[src/rtl/ckx_pkg.sv]
// Shared types, constants and quarter-round helper for the ChaCha keystream xor block.
// Used by ckx_ctrl, ckx_dp and chacha_keystream_xor_top; depends on nothing else.
`default_nettype none

package ckx_pkg;

    localparam int REFILL_BLOCKS   = 4;
    localparam int WORDS_PER_BLOCK = 8;
    localparam int BUF_DEPTH       = 32;
    localparam int ADDR_W          = 5;
    localparam int BLK_W           = 2;
    localparam int WORD_W          = 3;
    localparam int LEFT_W          = 6;
    localparam int STEP_W          = 7;
    localparam int DBL_W           = 5;
    localparam int TDATA_W         = 72;

    localparam logic [LEFT_W-1:0] TOTAL_WORDS = LEFT_W'(REFILL_BLOCKS * WORDS_PER_BLOCK);
    localparam logic [BLK_W-1:0]  LAST_BLK    = BLK_W'(REFILL_BLOCKS - 1);
    localparam logic [63:0]       CTR_STEP    = 64'(REFILL_BLOCKS);

    localparam logic [2:0] CFG_CONST_LO = 3'd0;
    localparam logic [2:0] CFG_CONST_HI = 3'd1;
    localparam logic [2:0] CFG_KEY_0    = 3'd2;
    localparam logic [2:0] CFG_KEY_1    = 3'd3;
    localparam logic [2:0] CFG_KEY_2    = 3'd4;
    localparam logic [2:0] CFG_KEY_3    = 3'd5;
    localparam logic [2:0] CFG_NONCE    = 3'd6;
    localparam logic [2:0] CFG_ROUNDS   = 3'd7;

    localparam logic KIND_MSG     = 1'b0;
    localparam logic KIND_RESTART = 1'b1;

    localparam logic [4:0] ROUNDS_RESET = 5'd20;

    typedef struct packed {
        logic              take_item;
        logic              restart;
        logic              load_state;
        logic              round_step;
        logic              diag;
        logic              half;
        logic              ffwd;
        logic [BLK_W-1:0]  blk;
        logic              wr_en;
        logic [ADDR_W-1:0] wr_addr;
        logic [WORD_W-1:0] wr_word;
        logic              ctr_advance;
        logic              rd_en;
        logic [ADDR_W-1:0] rd_addr;
        logic              out_load;
        logic [WORD_W-1:0] out_word;
    } t_cmd;

    typedef struct packed {
        logic             out_busy;
        logic [DBL_W-1:0] dbl_rounds;
    } t_sts;

    // Half a quarter round: rotations 16/12 when half is low, 8/7 when high.
    // Result packed as {d, c, b, a}.
    function automatic logic [127:0] qr_half(input logic [31:0] a, input logic [31:0] b,
                                             input logic [31:0] c, input logic [31:0] d,
                                             input logic half);
        logic [31:0] a1;
        logic [31:0] b1;
        logic [31:0] c1;
        logic [31:0] d1;
        logic [31:0] t;
        a1 = a + b;
        t  = d ^ a1;
        d1 = half ? {t[23:0], t[31:24]} : {t[15:0], t[31:16]};
        c1 = c + d1;
        t  = b ^ c1;
        b1 = half ? {t[24:0], t[31:25]} : {t[19:0], t[31:20]};
        return {d1, c1, b1, a1};
    endfunction

endpackage

`default_nettype wire

[src/rtl/ckx_ctrl.sv]
// Controller: item handshake, refill sequencing (rounds, feed-forward, buffer drain)
// and buffer read pointer. Depends on ckx_pkg.
`default_nettype none

module ckx_ctrl (
    input  wire logic          i_clk,
    input  wire logic          i_rst_n,
    input  wire logic          i_in_valid,
    input  wire logic          i_in_kind,
    output logic               o_in_ready,
    input  wire ckx_pkg::t_sts i_sts,
    output ckx_pkg::t_cmd      o_cmd
);

    typedef enum logic [2:0] {
        ST_IDLE,
        ST_LOAD,
        ST_ROUND,
        ST_FFWD,
        ST_FINISH,
        ST_READ
    } t_state;

    t_state                              r_state;
    logic [ckx_pkg::STEP_W-1:0]          r_step;
    logic [ckx_pkg::BLK_W-1:0]           r_blk;
    logic                                r_drain;
    logic [ckx_pkg::WORD_W-1:0]          r_drain_cnt;
    logic [ckx_pkg::BLK_W-1:0]           r_drain_blk;
    logic [ckx_pkg::LEFT_W-1:0]          r_words_left;
    logic [ckx_pkg::ADDR_W-1:0]          r_pos;

    logic                                accept;
    logic [ckx_pkg::LEFT_W-1:0]          pos_full;
    logic [ckx_pkg::ADDR_W-1:0]          pos_now;
    logic [ckx_pkg::STEP_W-1:0]          last_step;

    assign o_in_ready = (r_state == ST_IDLE);
    assign accept     = i_in_valid & o_in_ready;
    assign pos_full   = ckx_pkg::TOTAL_WORDS - r_words_left;
    assign pos_now    = pos_full[ckx_pkg::ADDR_W-1:0];
    assign last_step  = {i_sts.dbl_rounds, 2'b00} - ckx_pkg::STEP_W'(1);

    always_comb begin
        o_cmd          = '0;
        o_cmd.blk      = r_blk;
        o_cmd.diag     = r_step[1];
        o_cmd.half     = r_step[0];
        o_cmd.wr_en    = r_drain;
        o_cmd.wr_addr  = {r_drain_blk, r_drain_cnt};
        o_cmd.wr_word  = r_drain_cnt;
        o_cmd.out_word = r_pos[ckx_pkg::WORD_W-1:0];
        unique case (r_state)
            ST_IDLE: begin
                if (accept) begin
                    if (i_in_kind == ckx_pkg::KIND_RESTART) begin
                        o_cmd.restart = 1'b1;
                    end else begin
                        o_cmd.take_item = 1'b1;
                        if (r_words_left != '0) begin
                            o_cmd.rd_en   = 1'b1;
                            o_cmd.rd_addr = pos_now;
                        end
                    end
                end
            end
            ST_LOAD: begin
                o_cmd.load_state = 1'b1;
            end
            ST_ROUND: begin
                o_cmd.round_step = 1'b1;
            end
            ST_FFWD: begin
                o_cmd.ffwd = ~r_drain;
            end
            ST_FINISH: begin
                if (!r_drain) begin
                    o_cmd.ctr_advance = 1'b1;
                    o_cmd.rd_en       = 1'b1;
                    o_cmd.rd_addr     = '0;
                end
            end
            ST_READ: begin
                o_cmd.out_load = ~i_sts.out_busy;
            end
            default: begin
            end
        endcase
    end

    always_ff @(posedge i_clk) begin
        if (!i_rst_n) begin
            r_state      <= ST_IDLE;
            r_step       <= '0;
            r_blk        <= '0;
            r_drain      <= 1'b0;
            r_drain_cnt  <= '0;
            r_drain_blk  <= '0;
            r_words_left <= '0;
            r_pos        <= '0;
        end else begin
            if (r_drain) begin
                r_drain_cnt <= r_drain_cnt + ckx_pkg::WORD_W'(1);
                if (r_drain_cnt == '1) begin
                    r_drain <= 1'b0;
                end
            end
            unique case (r_state)
                ST_IDLE: begin
                    if (accept) begin
                        if (i_in_kind == ckx_pkg::KIND_RESTART) begin
                            r_words_left <= '0;
                        end else if (r_words_left != '0) begin
                            r_pos        <= pos_now;
                            r_words_left <= r_words_left - ckx_pkg::LEFT_W'(1);
                            r_state      <= ST_READ;
                        end else begin
                            r_blk   <= '0;
                            r_state <= ST_LOAD;
                        end
                    end
                end
                ST_LOAD: begin
                    r_step  <= '0;
                    r_state <= (i_sts.dbl_rounds == '0) ? ST_FFWD : ST_ROUND;
                end
                ST_ROUND: begin
                    if (r_step == last_step) begin
                        r_state <= ST_FFWD;
                    end else begin
                        r_step <= r_step + ckx_pkg::STEP_W'(1);
                    end
                end
                ST_FFWD: begin
                    if (!r_drain) begin
                        r_drain     <= 1'b1;
                        r_drain_cnt <= '0;
                        r_drain_blk <= r_blk;
                        if (r_blk == ckx_pkg::LAST_BLK) begin
                            r_state <= ST_FINISH;
                        end else begin
                            r_blk   <= r_blk + ckx_pkg::BLK_W'(1);
                            r_state <= ST_LOAD;
                        end
                    end
                end
                ST_FINISH: begin
                    if (!r_drain) begin
                        r_pos        <= '0;
                        r_words_left <= ckx_pkg::TOTAL_WORDS - ckx_pkg::LEFT_W'(1);
                        r_state      <= ST_READ;
                    end
                end
                ST_READ: begin
                    if (!i_sts.out_busy) begin
                        r_state <= ST_IDLE;
                    end
                end
                default: begin
                    r_state <= ST_IDLE;
                end
            endcase
        end
    end

endmodule

`default_nettype wire

[config.mk]
export PLATFORM = sky130hd
export DESIGN_NAME = ckx_ctrl
export DESIGN_NICKNAME = d
export VERILOG_FILES = /design/src/rtl/ckx_pkg.sv /design/src/rtl/ckx_ctrl.sv
export SDC_FILE = /design/constraint.sdc
export NUM_CORES = 1
export LEC_CHECK = 0
export BUFFER_PORTS_ARGS = -buffer_cell sky130_fd_sc_hd__clkbuf_2
export CELL_PAD_IN_SITES_DETAIL_PLACEMENT = 1
export CELL_PAD_IN_SITES_GLOBAL_PLACEMENT = 2
export CORE_ASPECT_RATIO = 1.4
export CORE_MARGIN = 3
export CORE_UTILIZATION = 31
export DETAILED_ROUTE_END_ITERATION = 12
export PLACE_DENSITY_LB_ADDON = 0.05
export SLEW_MARGIN = 40
export SYNTH_ARGS = -nofsm -noshare
export SYNTH_HDL_FRONTEND = slang
export SYNTH_SLANG_ARGS = --single-unit
[constraint.sdc]
create_clock -name i_clk -period 2.5 [get_ports i_clk]
set_clock_uncertainty 0.2 [all_clocks]
set_input_delay 0.125 -clock i_clk [delete_from_list [all_inputs] [get_ports i_clk]]
set_output_delay 0.125 -clock i_clk [all_outputs]
set_load 0.02 [all_outputs]
==> flow_results.xml, run 1 <==
<?xml version="1.0" encoding="UTF-8"?>
<metrics>
  <group name="finish">
    <metric name="design_area" unit="sq um">2070</metric>
    <metric name="syn2layout_area_growth" unit="%">15.6</metric>
    <metric name="fill_cells" unit="">691</metric>
    <metric name="layout_cell_share_with_drive_strength_beyond_1" unit="">0.255</metric>
    <metric name="final_cells" unit="">319</metric>
    <metric name="finalNetCount" unit="">270</metric>
    <metric name="antenna_fix_cells" unit="">0</metric>
    <metric name="most-common-layout-cells" unit="">clkbuf_2, dfxtp_1, nor2_1</metric>
    <metric name="utilization" unit="">0.373</metric>
    <metric name="layout_commonest_cell" unit="">clkbuf_2</metric>
  </group>
  <group name="logic_synthesis">
    <metric name="synth_area_per_cell" unit="sq um">8.23</metric>
    <metric name="synth-edff-count" unit="">0</metric>
    <metric name="synthArstFlopShare" unit="">0</metric>
    <metric name="syn_inst" unit="">218</metric>
    <metric name="synth_top_family_by_area" unit="">simple AND/OR/NAND/NOR gates</metric>
    <metric name="postSynthNetCount" unit="">236</metric>
    <metric name="post_synth_fa_ha_maj_area_fraction" unit="">0.0558</metric>
    <metric name="ys.warnings.count" unit="">0</metric>
    <metric name="synth_compound_gate_area_share" unit="">0.195</metric>
    <metric name="post_synth_xor_area_fraction" unit="">0.0683</metric>
    <metric name="post_synth_mux_area_share" unit="">0.0223</metric>
    <metric name="synth_sequential_area_ratio" unit="">0.301</metric>
    <metric name="synth.ff_latch_count" unit="">27</metric>
    <metric name="dominant_register_cell_in_the_synthesized_netlist" unit="">dfxtp_1</metric>
    <metric name="netlist-cell-type-count" unit="">55</metric>
    <metric name="synthesized_cell_area" unit="sq um">1790</metric>
    <metric name="post_synth_and_or_nand_nor_area_fraction" unit="">0.279</metric>
  </group>
  <group name="drt">
    <metric name="drt_drc_violations_left" unit="">0</metric>
    <metric name="routed-via-count" unit="">1655</metric>
    <metric name="drt-initial-drc-count" unit="">15</metric>
    <metric name="via_per_inst" unit="">5.19</metric>
    <metric name="detail_route.first_pass.iterations" unit="">4</metric>
    <metric name="number_of_routed_nets_with_antenna_violations" unit="">0</metric>
    <metric name="dr.max_layer_used" unit="">met4</metric>
    <metric name="routed_wl" unit="mm">4.94</metric>
    <metric name="total_length_of_routed_met2_wires" unit="mm">2.96</metric>
    <metric name="route.met3.wl" unit="microns">126</metric>
    <metric name="route.layer.met1.wl" unit="mm">1.83</metric>
    <metric name="routed_wire_length_per_instance" unit="microns">15.5</metric>
  </group>
  <group name="placed_design">
    <metric name="gp_routability_congestion" unit="">0.933</metric>
    <metric name="placed_cells_incl_taps" unit="">315</metric>
    <metric name="hpwlAfterDp" unit="mm">4.05</metric>
    <metric name="placement.cell_area" unit="sq um">2030</metric>
    <metric name="place.port_buffers" unit="">39</metric>
    <metric name="dp_worst_setup_slack" unit="ns">0.283</metric>
  </group>
  <group name="power_and_ir_drop">
    <metric name="power.static_leakage" unit="nW">0.925</metric>
    <metric name="seqPwrFrac" unit="">0.312</metric>
    <metric name="power.share.switching" unit="">0.467</metric>
    <metric name="power.internal" unit="mW">1.15</metric>
    <metric name="power-per-cell-area" unit="nW/um^2">1040</metric>
    <metric name="total_power" unit="mW">2.16</metric>
    <metric name="comb_power_share" unit="">0.571</metric>
    <metric name="clock_power_share" unit="">0.116</metric>
    <metric name="switching_power" unit="mW">1.01</metric>
    <metric name="max-vdd-ir-drop" unit="uV">447</metric>
  </group>
  <group name="floorplan">
    <metric name="top_level_ports" unit="">40</metric>
    <metric name="std_cell_rows" unit="">32</metric>
    <metric name="core_region_area" unit="sq um">5570</metric>
    <metric name="floorplan.die.width" unit="microns">70.3</metric>
    <metric name="initial_cell_density_of_the_core" unit="">0.322</metric>
    <metric name="dieHeight" unit="microns">96.0</metric>
    <metric name="die_area" unit="sq um">6750</metric>
  </group>
  <group name="setup_path">
    <metric name="critical_path_most_common_cell" unit="">nor2_1</metric>
    <metric name="crit_start" unit="">r_state[2]</metric>
    <metric name="cp.arrival" unit="ns">1.92</metric>
    <metric name="regToRegStartpoint" unit="">r_state[0]</metric>
    <metric name="path_cells" unit="">nand2b_1 &gt; or2_1 &gt; nor2_1 &gt; nor2_1 &gt; inv_1 &gt; clkbuf_2</metric>
    <metric name="start_kind" unit="">flop</metric>
    <metric name="critical-path-slowest-cell" unit="">dfxtp_1</metric>
    <metric name="critical_path.endpoint_type" unit="">output port</metric>
    <metric name="worst_path_largest_cell_delay" unit="ns">0.63</metric>
    <metric name="worst-path-max-fanout" unit="">14</metric>
    <metric name="worst-endpoint-required" unit="ns">2.17</metric>
    <metric name="path_class" unit="">reg2out</metric>
  </group>
  <group name="sta">
    <metric name="timing_max_transition_violations_final" unit="">0</metric>
    <metric name="relSlewSlack" unit="">0.647</metric>
    <metric name="hold_viol" unit="">0</metric>
    <metric name="clock.fmax" unit="GHz">0.444</metric>
    <metric name="setup_repair_after_global_routing_missed_its_margin" unit="">false</metric>
    <metric name="postLayoutSetupSlackWorst" unit="ns">0.250</metric>
    <metric name="setup_viol" unit="">0</metric>
    <metric name="fin_crit_sh" unit="">0.900</metric>
    <metric name="final.hold.worst_slack" unit="ns">0.144</metric>
    <metric name="tns" unit="ns">0</metric>
    <metric name="fin_crit" unit="ns">2.25</metric>
    <metric name="tightestPinTransition" unit="ns">0.529</metric>
  </group>
  <group name="grt">
    <metric name="gr-total-overflow" unit="">0</metric>
    <metric name="grt_pass1_wl" unit="mm">8.34</metric>
    <metric name="vias_in_the_first_global_route" unit="">1703</metric>
    <metric name="grt_use_total" unit="">0.155</metric>
    <metric name="pin_count_of_the_biggest_net_entering_global_routing" unit="">28</metric>
    <metric name="antenna_found_initial" unit="">0</metric>
  </group>
  <group name="clocking">
    <metric name="cts_setup_buffers" unit="">0</metric>
    <metric name="path_clk_slew" unit="ns">0.09</metric>
    <metric name="max-clock-path-buffers" unit="">2</metric>
    <metric name="clock_tree_from_tritoncts" unit="">done</metric>
    <metric name="tritoncts.num_buffers" unit="">3</metric>
    <metric name="post_cts.resized_instances" unit="">0</metric>
    <metric name="h-tree-depth" unit="">1</metric>
    <metric name="cts-hold-fix-buffers" unit="">0</metric>
    <metric name="clk_latency" unit="ns">0.27</metric>
    <metric name="cts_root_buf" unit="">clkbuf_8</metric>
    <metric name="cts.sinks" unit="">27</metric>
  </group>
  <group name="flow_run">
    <metric name="cap_violations" unit="">0</metric>
  </group>
  <group name="worst_hold_path">
    <metric name="min-delay-path-class" unit="">in2reg</metric>
    <metric name="holdCritStartpoint" unit="">i_sts[5]</metric>
  </group>
  <group name="status">
    <metric name="run_status" unit="">finished, final reports clean</metric>
  </group>
</metrics>
-- power by group through the flow --
stage               clock network [mW]  logic [mW]  registers (mW)
global route                     0.287        1.40           0.696
finish                           0.251        1.23           0.674
floorplan                            0       0.981           0.609
CTS                              0.264        1.27           0.677
detailed placement                   0        1.27           0.685
global placement                     0        1.24           0.675
-- area by class of cell --
cell class	instances	area (sq um)	share of cell area
clock buffer	3	41.3	0.0199
clock inverter	1	5.00	0.00241
inverter	11	41.3	0.0199
multi-input combinational	163	1110	0.537
sequential	27	541	0.261
tap	68	85.1	0.0410
timing repair buffer	46	248	0.119
-- layer usage --
layer	track usage	vias to the layer above
li1	-	826
met1	0.157	807
met2	0.323	20
met3	0.0251	2
met4	0.0383	0
met5	0	-
-- worst paths after layout --
check | to | slack (ns) | cells after the start
worst max-delay path | o_cmd[9] | 0.25 | 6
worst min-delay path | r_state[2] | 0.14 | 4
worst max register to register | r_blk[0] | 0.28 | 6
worst min register to register | r_words_left[5] | 0.29 | 2
-- cell families (layout without fill, tap and decap cells) --
family	count (synthesis)	after routing
buffers and inverters	28	61
and+or+nand+nor	87	87
muxes	4	4
AOI/OAI and AO/OA	50	50
xor gates and xnor gates	14	14
DFF	27	27
adders and majority gates	8	8
-- synth_stat cells, types with 5 or more instances --
library cell,number,area share
a21oi_1,9,0.025
ha_1,8,0.056
inv_1,11,0.023
nor3_1,9,0.025
a21boi_0,5,0.021
buf_4,6,0.025
clkbuf_1,6,0.013
nor2b_1,8,0.028
nor3b_1,6,0.025
nand3_1,5,0.014
xor2_1,8,0.039
nand2_1,10,0.021
o21ai_0,9,0.025
dfxtp_1,27,0.30
nor2_1,19,0.040
xnor2_1,6,0.029
-- worst max-delay path: cells and delay by family, from the launching register on --
family | cells | cell delay, ns
simple gates | 4 | 0.82
flops | 1 | 0.63
buf+inv | 2 | 0.22
-- sequential cells by signal, indices dropped and copies added (netlist names) --
| register | count |
|---|---|
| r_step | 7 |
| r_words_left | 6 |
| r_drain_cnt | 3 |
| r_pos | 3 |
| r_state | 3 |
| r_blk | 2 |
| r_drain_blk | 2 |
| r_drain | 1 |
Power figures use the tool's default switching activity.
==> inputs of run 2 (changes only) <==
==> constraint.sdc (replaced) <==
create_clock -name i_clk -period 2.21 [get_ports i_clk]
set_clock_uncertainty 0.2 [all_clocks]
set_input_delay 0.1105 -clock i_clk [delete_from_list [all_inputs] [get_ports i_clk]]
set_output_delay 0.1105 -clock i_clk [all_outputs]
set_load 0.02 [all_outputs]
==> flow_results.xml, run 2 (same netlist as run 1, synthesis figures left out) <==
<?xml version="1.0" encoding="UTF-8"?>
<metrics>
  <group name="status">
    <metric name="run_status" unit="">finished, final reports clean</metric>
  </group>
  <group name="drt">
    <metric name="route.layer.met1.wl" unit="mm">1.83</metric>
    <metric name="drt_drc_violations_left" unit="">0</metric>
    <metric name="routed_wire_length_per_instance" unit="microns">15.4</metric>
    <metric name="route.met3.wl" unit="microns">138</metric>
    <metric name="dr.max_layer_used" unit="">met4</metric>
    <metric name="total_length_of_routed_met2_wires" unit="mm">2.93</metric>
    <metric name="via_per_inst" unit="">5.18</metric>
    <metric name="routed_wl" unit="mm">5.05</metric>
    <metric name="detail_route.first_pass.iterations" unit="">4</metric>
    <metric name="number_of_routed_nets_with_antenna_violations" unit="">0</metric>
    <metric name="drt-initial-drc-count" unit="">20</metric>
    <metric name="routed-via-count" unit="">1694</metric>
  </group>
  <group name="finish">
    <metric name="largest_registers" unit="">r_step: 7 flops, r_words_left: 6 flops</metric>
    <metric name="layout_commonest_cell" unit="">clkbuf_2</metric>
    <metric name="register_area" unit="sq um">546</metric>
    <metric name="layout_cell_share_with_drive_strength_beyond_1" unit="">0.293</metric>
    <metric name="design_area" unit="sq um">2140</metric>
    <metric name="most-common-layout-cells" unit="">clkbuf_2, dfxtp_1, nor2_1</metric>
    <metric name="utilization" unit="">0.385</metric>
    <metric name="final_cells" unit="">327</metric>
    <metric name="largest_register_ffs" unit="">7</metric>
    <metric name="syn2layout_area_growth" unit="%">19.3</metric>
    <metric name="max_flop_register" unit="">r_step</metric>
    <metric name="finalNetCount" unit="">278</metric>
    <metric name="antenna_fix_cells" unit="">0</metric>
    <metric name="fill_cells" unit="">694</metric>
    <metric name="multi_input_comb_area" unit="sq um">1120</metric>
  </group>
  <group name="setup_path">
    <metric name="path_class" unit="">reg2out</metric>
    <metric name="start_kind" unit="">flop</metric>
    <metric name="cp.arrival" unit="ns">1.73</metric>
    <metric name="worst-path-max-fanout" unit="">10</metric>
    <metric name="path_cells" unit="">nand2b_1 &gt; or2_1 &gt; nor2_1 &gt; nor2_2 &gt; inv_1 &gt; clkbuf_2</metric>
    <metric name="critical_path.endpoint_type" unit="">output port</metric>
    <metric name="worst_path_largest_cell_delay" unit="ns">0.39</metric>
    <metric name="critical-path-slowest-cell" unit="">dfxtp_2</metric>
    <metric name="worst-endpoint-required" unit="ns">1.90</metric>
    <metric name="setup.reg_to_reg.worst_slack" unit="ns">0.17</metric>
  </group>
  <group name="sta">
    <metric name="postLayoutSetupSlackWorst" unit="ns">0.165</metric>
    <metric name="relSlewSlack" unit="">0.657</metric>
    <metric name="fin_crit_sh" unit="">0.926</metric>
    <metric name="fin_crit" unit="ns">2.05</metric>
    <metric name="hold_viol" unit="">0</metric>
    <metric name="clock.fmax" unit="GHz">0.489</metric>
    <metric name="setup_repair_after_global_routing_missed_its_margin" unit="">false</metric>
    <metric name="final.hold.worst_slack" unit="ns">0.149</metric>
    <metric name="timing_max_transition_violations_final" unit="">0</metric>
    <metric name="tns" unit="ns">0</metric>
    <metric name="setup_viol" unit="">0</metric>
    <metric name="tightestPinTransition" unit="ns">0.514</metric>
  </group>
  <group name="grt">
    <metric name="grt_use_total" unit="">0.159</metric>
    <metric name="pin_count_of_the_biggest_net_entering_global_routing" unit="">28</metric>
    <metric name="vias_in_the_first_global_route" unit="">1785</metric>
    <metric name="gr-total-overflow" unit="">0</metric>
    <metric name="grt_pass1_wl" unit="mm">8.49</metric>
    <metric name="antenna_found_initial" unit="">0</metric>
  </group>
  <group name="floorplan">
    <metric name="core_region_area" unit="sq um">5570</metric>
    <metric name="top_level_ports" unit="">40</metric>
    <metric name="die_area" unit="sq um">6750</metric>
    <metric name="initial_cell_density_of_the_core" unit="">0.322</metric>
    <metric name="std_cell_rows" unit="">32</metric>
    <metric name="floorplan.die.width" unit="microns">70.3</metric>
    <metric name="dieHeight" unit="microns">96.0</metric>
  </group>
  <group name="clocking">
    <metric name="path_clk_slew" unit="ns">0.09</metric>
    <metric name="tritoncts.num_buffers" unit="">3</metric>
    <metric name="max-clock-path-buffers" unit="">2</metric>
    <metric name="clk_latency" unit="ns">0.27</metric>
    <metric name="clock_tree_from_tritoncts" unit="">done</metric>
    <metric name="h-tree-depth" unit="">1</metric>
    <metric name="cts-hold-fix-buffers" unit="">0</metric>
    <metric name="cts_root_buf" unit="">clkbuf_8</metric>
    <metric name="cts.sinks" unit="">27</metric>
  </group>
  <group name="power_and_ir_drop">
    <metric name="power-per-cell-area" unit="nW/um^2">1190</metric>
    <metric name="power.static_leakage" unit="nW">0.963</metric>
    <metric name="total_power" unit="mW">2.54</metric>
    <metric name="max-vdd-ir-drop" unit="uV">500</metric>
  </group>
  <group name="placed_design">
    <metric name="placed_cells_incl_taps" unit="">323</metric>
    <metric name="place.port_buffers" unit="">39</metric>
    <metric name="gp_routability_congestion" unit="">0.969</metric>
    <metric name="placement.cell_area" unit="sq um">2090</metric>
    <metric name="hpwlAfterDp" unit="mm">4.12</metric>
    <metric name="dp_worst_setup_slack" unit="ns">0.112</metric>
  </group>
  <group name="worst_hold_path">
    <metric name="min-delay-path-class" unit="">in2reg</metric>
  </group>
  <group name="flow_run">
    <metric name="cap_violations" unit="">0</metric>
  </group>
</metrics>
## run 2: area by class of cell
class                           instances  share of cell area
Tap cell                               68              0.0397
Inverter                               11              0.0193
Sequential cell                        27               0.255
Multi-Input combinational cell        163               0.521
Timing Repair Buffer                   54               0.144
Clock buffer                            4              0.0210
## run 2: layer usage
metal | vias to the layer above | global-route usage
met5 | - | 0
met4 | 0 | 0.0719
met3 | 9 | 0.0230
met2 | 26 | 0.316
met1 | 818 | 0.161
li1 | 841 | -
## run 2: where the power goes
| group | switching (mW) | internal (mW) |
|---|---|---|
| clock network | 0.154 | 0.129 |
| logic | 0.853 | 0.664 |
| registers | 0.156 | 0.586 |
| total | 1.16 | 1.38 |
## run 2: final timing paths
check                  start               to  cells after the start
max               r_state[1]         o_cmd[9]                      6
min                i_in_kind  r_words_left[0]                      4
max reg2reg  r_words_left[0]         r_blk[0]                      7
min reg2reg  r_words_left[5]  r_words_left[5]                      2
## run 2: critical path, delay by kind of cell (launching register included)
family	cells	cell delay (ns)
AND/OR/NAND/NOR	4	0.85
flip-flops	1	0.39
buffers and inverters	2	0.22
## run 2: repair_timing
action / CTS / global route
cloned: 0 / 0
pin swaps: 0 / 0
resized for setup: 2 / 3
buffers inserted: 0 / 0
setup endpoints to repair: 1 / 2
==> inputs of run 3 (changes only) <==
--- a/config.mk
+++ b/config.mk
@@ -12,7 +12,7 @@
 export CORE_MARGIN = 3
 export CORE_UTILIZATION = 31
 export DETAILED_ROUTE_END_ITERATION = 12
-export PLACE_DENSITY_LB_ADDON = 0.05
+export PLACE_DENSITY = 0.9
 export SLEW_MARGIN = 40
 export SYNTH_ARGS = -nofsm -noshare
 export SYNTH_HDL_FRONTEND = slang
==> flow_results.xml, run 3 (same netlist as run 1, synthesis figures left out) <==
<?xml version="1.0" encoding="UTF-8"?>
<metrics>
  <group name="grt">
    <metric name="groute.layer.met1.usage" unit="">0.158</metric>
    <metric name="grt-busiest-layer" unit="">met2</metric>
    <metric name="gr-total-overflow" unit="">0</metric>
    <metric name="met3_capacity_usage_during_global_routing" unit="">0.0146</metric>
    <metric name="pin_count_of_the_biggest_net_entering_global_routing" unit="">28</metric>
    <metric name="grt_pass1_wl" unit="mm">7.38</metric>
    <metric name="grt_util_met2" unit="">0.255</metric>
    <metric name="vias_in_the_first_global_route" unit="">1610</metric>
    <metric name="grt_use_total" unit="">0.133</metric>
    <metric name="antenna_found_initial" unit="">0</metric>
  </group>
  <group name="placed_design">
    <metric name="hpwlAfterDp" unit="mm">3.58</metric>
    <metric name="gp_routability_congestion" unit="">0.794</metric>
    <metric name="place.port_buffers" unit="">39</metric>
  </group>
  <group name="power_and_ir_drop">
    <metric name="power-per-cell-area" unit="nW/um^2">1180</metric>
    <metric name="power.static_leakage" unit="nW">0.968</metric>
    <metric name="switching_power" unit="mW">1.17</metric>
    <metric name="max-vdd-ir-drop" unit="uV">642</metric>
    <metric name="total_power" unit="mW">2.56</metric>
    <metric name="power.internal" unit="mW">1.39</metric>
    <metric name="comb_power_share" unit="">0.598</metric>
    <metric name="power.share.switching" unit="">0.458</metric>
    <metric name="clock_power_share" unit="">0.115</metric>
    <metric name="seqPwrFrac" unit="">0.287</metric>
  </group>
  <group name="drt">
    <metric name="detail_route.first_pass.iterations" unit="">4</metric>
    <metric name="routed-via-count" unit="">1656</metric>
    <metric name="number_of_routed_nets_with_antenna_violations" unit="">0</metric>
    <metric name="drt-initial-drc-count" unit="">21</metric>
    <metric name="routed_wire_length_per_instance" unit="microns">14.0</metric>
    <metric name="via_per_inst" unit="">5.05</metric>
    <metric name="routed_wl" unit="mm">4.58</metric>
    <metric name="drt_drc_violations_left" unit="">0</metric>
  </group>
  <group name="setup_path">
    <metric name="worst_path_largest_cell_delay" unit="ns">0.38</metric>
    <metric name="cp.arrival" unit="ns">1.80</metric>
    <metric name="critical_path.endpoint_type" unit="">output port</metric>
    <metric name="crit_start" unit="">r_state[0]</metric>
    <metric name="start_kind" unit="">flop</metric>
    <metric name="regToRegStartpoint" unit="">r_words_left[0]</metric>
    <metric name="path_class" unit="">reg2out</metric>
    <metric name="worst-path-max-fanout" unit="">8</metric>
    <metric name="critical-path-slowest-cell" unit="">dfxtp_2</metric>
    <metric name="worst-endpoint-required" unit="ns">1.90</metric>
    <metric name="path_cells" unit="">buf_4 &gt; nor3_2 &gt; nand3b_1 &gt; buf_4 &gt; nor3_2 &gt; clkbuf_2</metric>
  </group>
  <group name="floorplan">
    <metric name="die_area" unit="sq um">6750</metric>
    <metric name="top_level_ports" unit="">40</metric>
    <metric name="core_region_area" unit="sq um">5570</metric>
    <metric name="initial_cell_density_of_the_core" unit="">0.322</metric>
    <metric name="std_cell_rows" unit="">32</metric>
    <metric name="floorplan.die.width" unit="microns">70.3</metric>
    <metric name="dieHeight" unit="microns">96.0</metric>
  </group>
  <group name="finish">
    <metric name="syn2layout_area_growth" unit="%">20.9</metric>
    <metric name="fill_cells" unit="">681</metric>
    <metric name="largest_registers" unit="">r_step: 7 flops, r_words_left: 6 flops</metric>
    <metric name="max_flop_register" unit="">r_step</metric>
    <metric name="layout_commonest_cell" unit="">clkbuf_2</metric>
    <metric name="utilization" unit="">0.390</metric>
    <metric name="layout_cell_share_with_drive_strength_beyond_1" unit="">0.304</metric>
    <metric name="largest_register_ffs" unit="">7</metric>
    <metric name="finalNetCount" unit="">279</metric>
    <metric name="antenna_fix_cells" unit="">0</metric>
    <metric name="most-common-layout-cells" unit="">clkbuf_2, dfxtp_1, nor2_1</metric>
  </group>
  <group name="clocking">
    <metric name="h-tree-depth" unit="">1</metric>
    <metric name="clock_tree_from_tritoncts" unit="">done</metric>
    <metric name="clk_latency" unit="ns">0.28</metric>
    <metric name="path_clk_slew" unit="ns">0.10</metric>
    <metric name="cts.sinks" unit="">27</metric>
    <metric name="max-clock-path-buffers" unit="">2</metric>
    <metric name="cts-hold-fix-buffers" unit="">0</metric>
    <metric name="tritoncts.num_buffers" unit="">3</metric>
    <metric name="cts_root_buf" unit="">clkbuf_8</metric>
  </group>
  <group name="sta">
    <metric name="hold_viol" unit="">0</metric>
    <metric name="fin_crit_sh" unit="">0.954</metric>
    <metric name="timing_max_transition_violations_final" unit="">0</metric>
    <metric name="tightestPinTransition" unit="ns">0.538</metric>
    <metric name="clock.fmax" unit="GHz">0.475</metric>
    <metric name="setup_viol" unit="">0</metric>
    <metric name="final.hold.worst_slack" unit="ns">0.0735</metric>
    <metric name="fin_crit" unit="ns">2.11</metric>
    <metric name="relSlewSlack" unit="">0.642</metric>
  </group>
  <group name="status">
    <metric name="run_status" unit="">finished, final reports clean</metric>
  </group>
  <group name="worst_hold_path">
    <metric name="min-delay-path-class" unit="">in2reg</metric>
    <metric name="holdCritStartpoint" unit="">i_sts[5]</metric>
  </group>
  <group name="flow_run">
    <metric name="cap_violations" unit="">0</metric>
  </group>
</metrics>
## run 3: worst paths after layout
kind | slack [ns] | cells past startpoint | endpoint
worst min register to register | 0.30 | 2 | r_words_left[5]
worst max-delay path | 0.10 | 6 | o_cmd[4]
worst max register to register | 0.12 | 7 | r_blk[0]
worst min-delay path | 0.07 | 4 | r_state[2]
## run 3: area by class of cell
cell class | instances | area [sq um] | area share
sequential | 27 | 544 | 0.251
clock buffer | 3 | 41.3 | 0.0190
multi-input combinational | 163 | 1130 | 0.523
clock inverter | 1 | 7.51 | 0.00346
inverter | 11 | 41.3 | 0.0190
tap | 68 | 85.1 | 0.0392
timing repair buffer | 55 | 315 | 0.145
## run 3: power groups by stage
stage               clock (mW)  sequential (mW)  combinational [mW]
floorplan                    0            0.689                1.11
global placement             0            0.742                1.46
detailed placement           0            0.742                1.48
CTS                      0.316            0.732                1.50
global route             0.328            0.755                1.73
finish                   0.294            0.737                1.53
## run 3: per-layer routing
layer,part of all wire,up-vias
li1,-,850
met2,0.54,21
met1,0.43,783
met4,0.0052,0
met5,0,-
met3,0.027,2
## run 3: repair_timing
action,in CTS,in global routing
buffers inserted,0,2
endpoints found under the setup margin,2,7
endpoints found under the hold margin,0,0
gates cloned,0,0
resized for setup,2,5
pin swaps,0,1
## run 3: stage by stage
| step | worst slack (ns) | instances | setup TNS, ns | area (sq um) |
|---|---|---|---|---|
| detailed placement | 0.0708 | 322 | 0 | 2080 |
| finish | 0.103 | 328 | 0 | 2170 |
| floorplan | 0.0842 | 218 | 0 | 1790 |
| global placement | 0.134 | 322 | 0 | 2080 |
| global route | -0.0376 | 328 | -0.0666 | 2170 |
| CTS | -0.00377 | 326 | -0.00377 | 2140 |
## run 3: critical path: cells and delay by family (launching register included)
family | cells | cell delay (ns)
simple gates | 3 | 0.57
flops | 1 | 0.38
buf+inv | 3 | 0.56
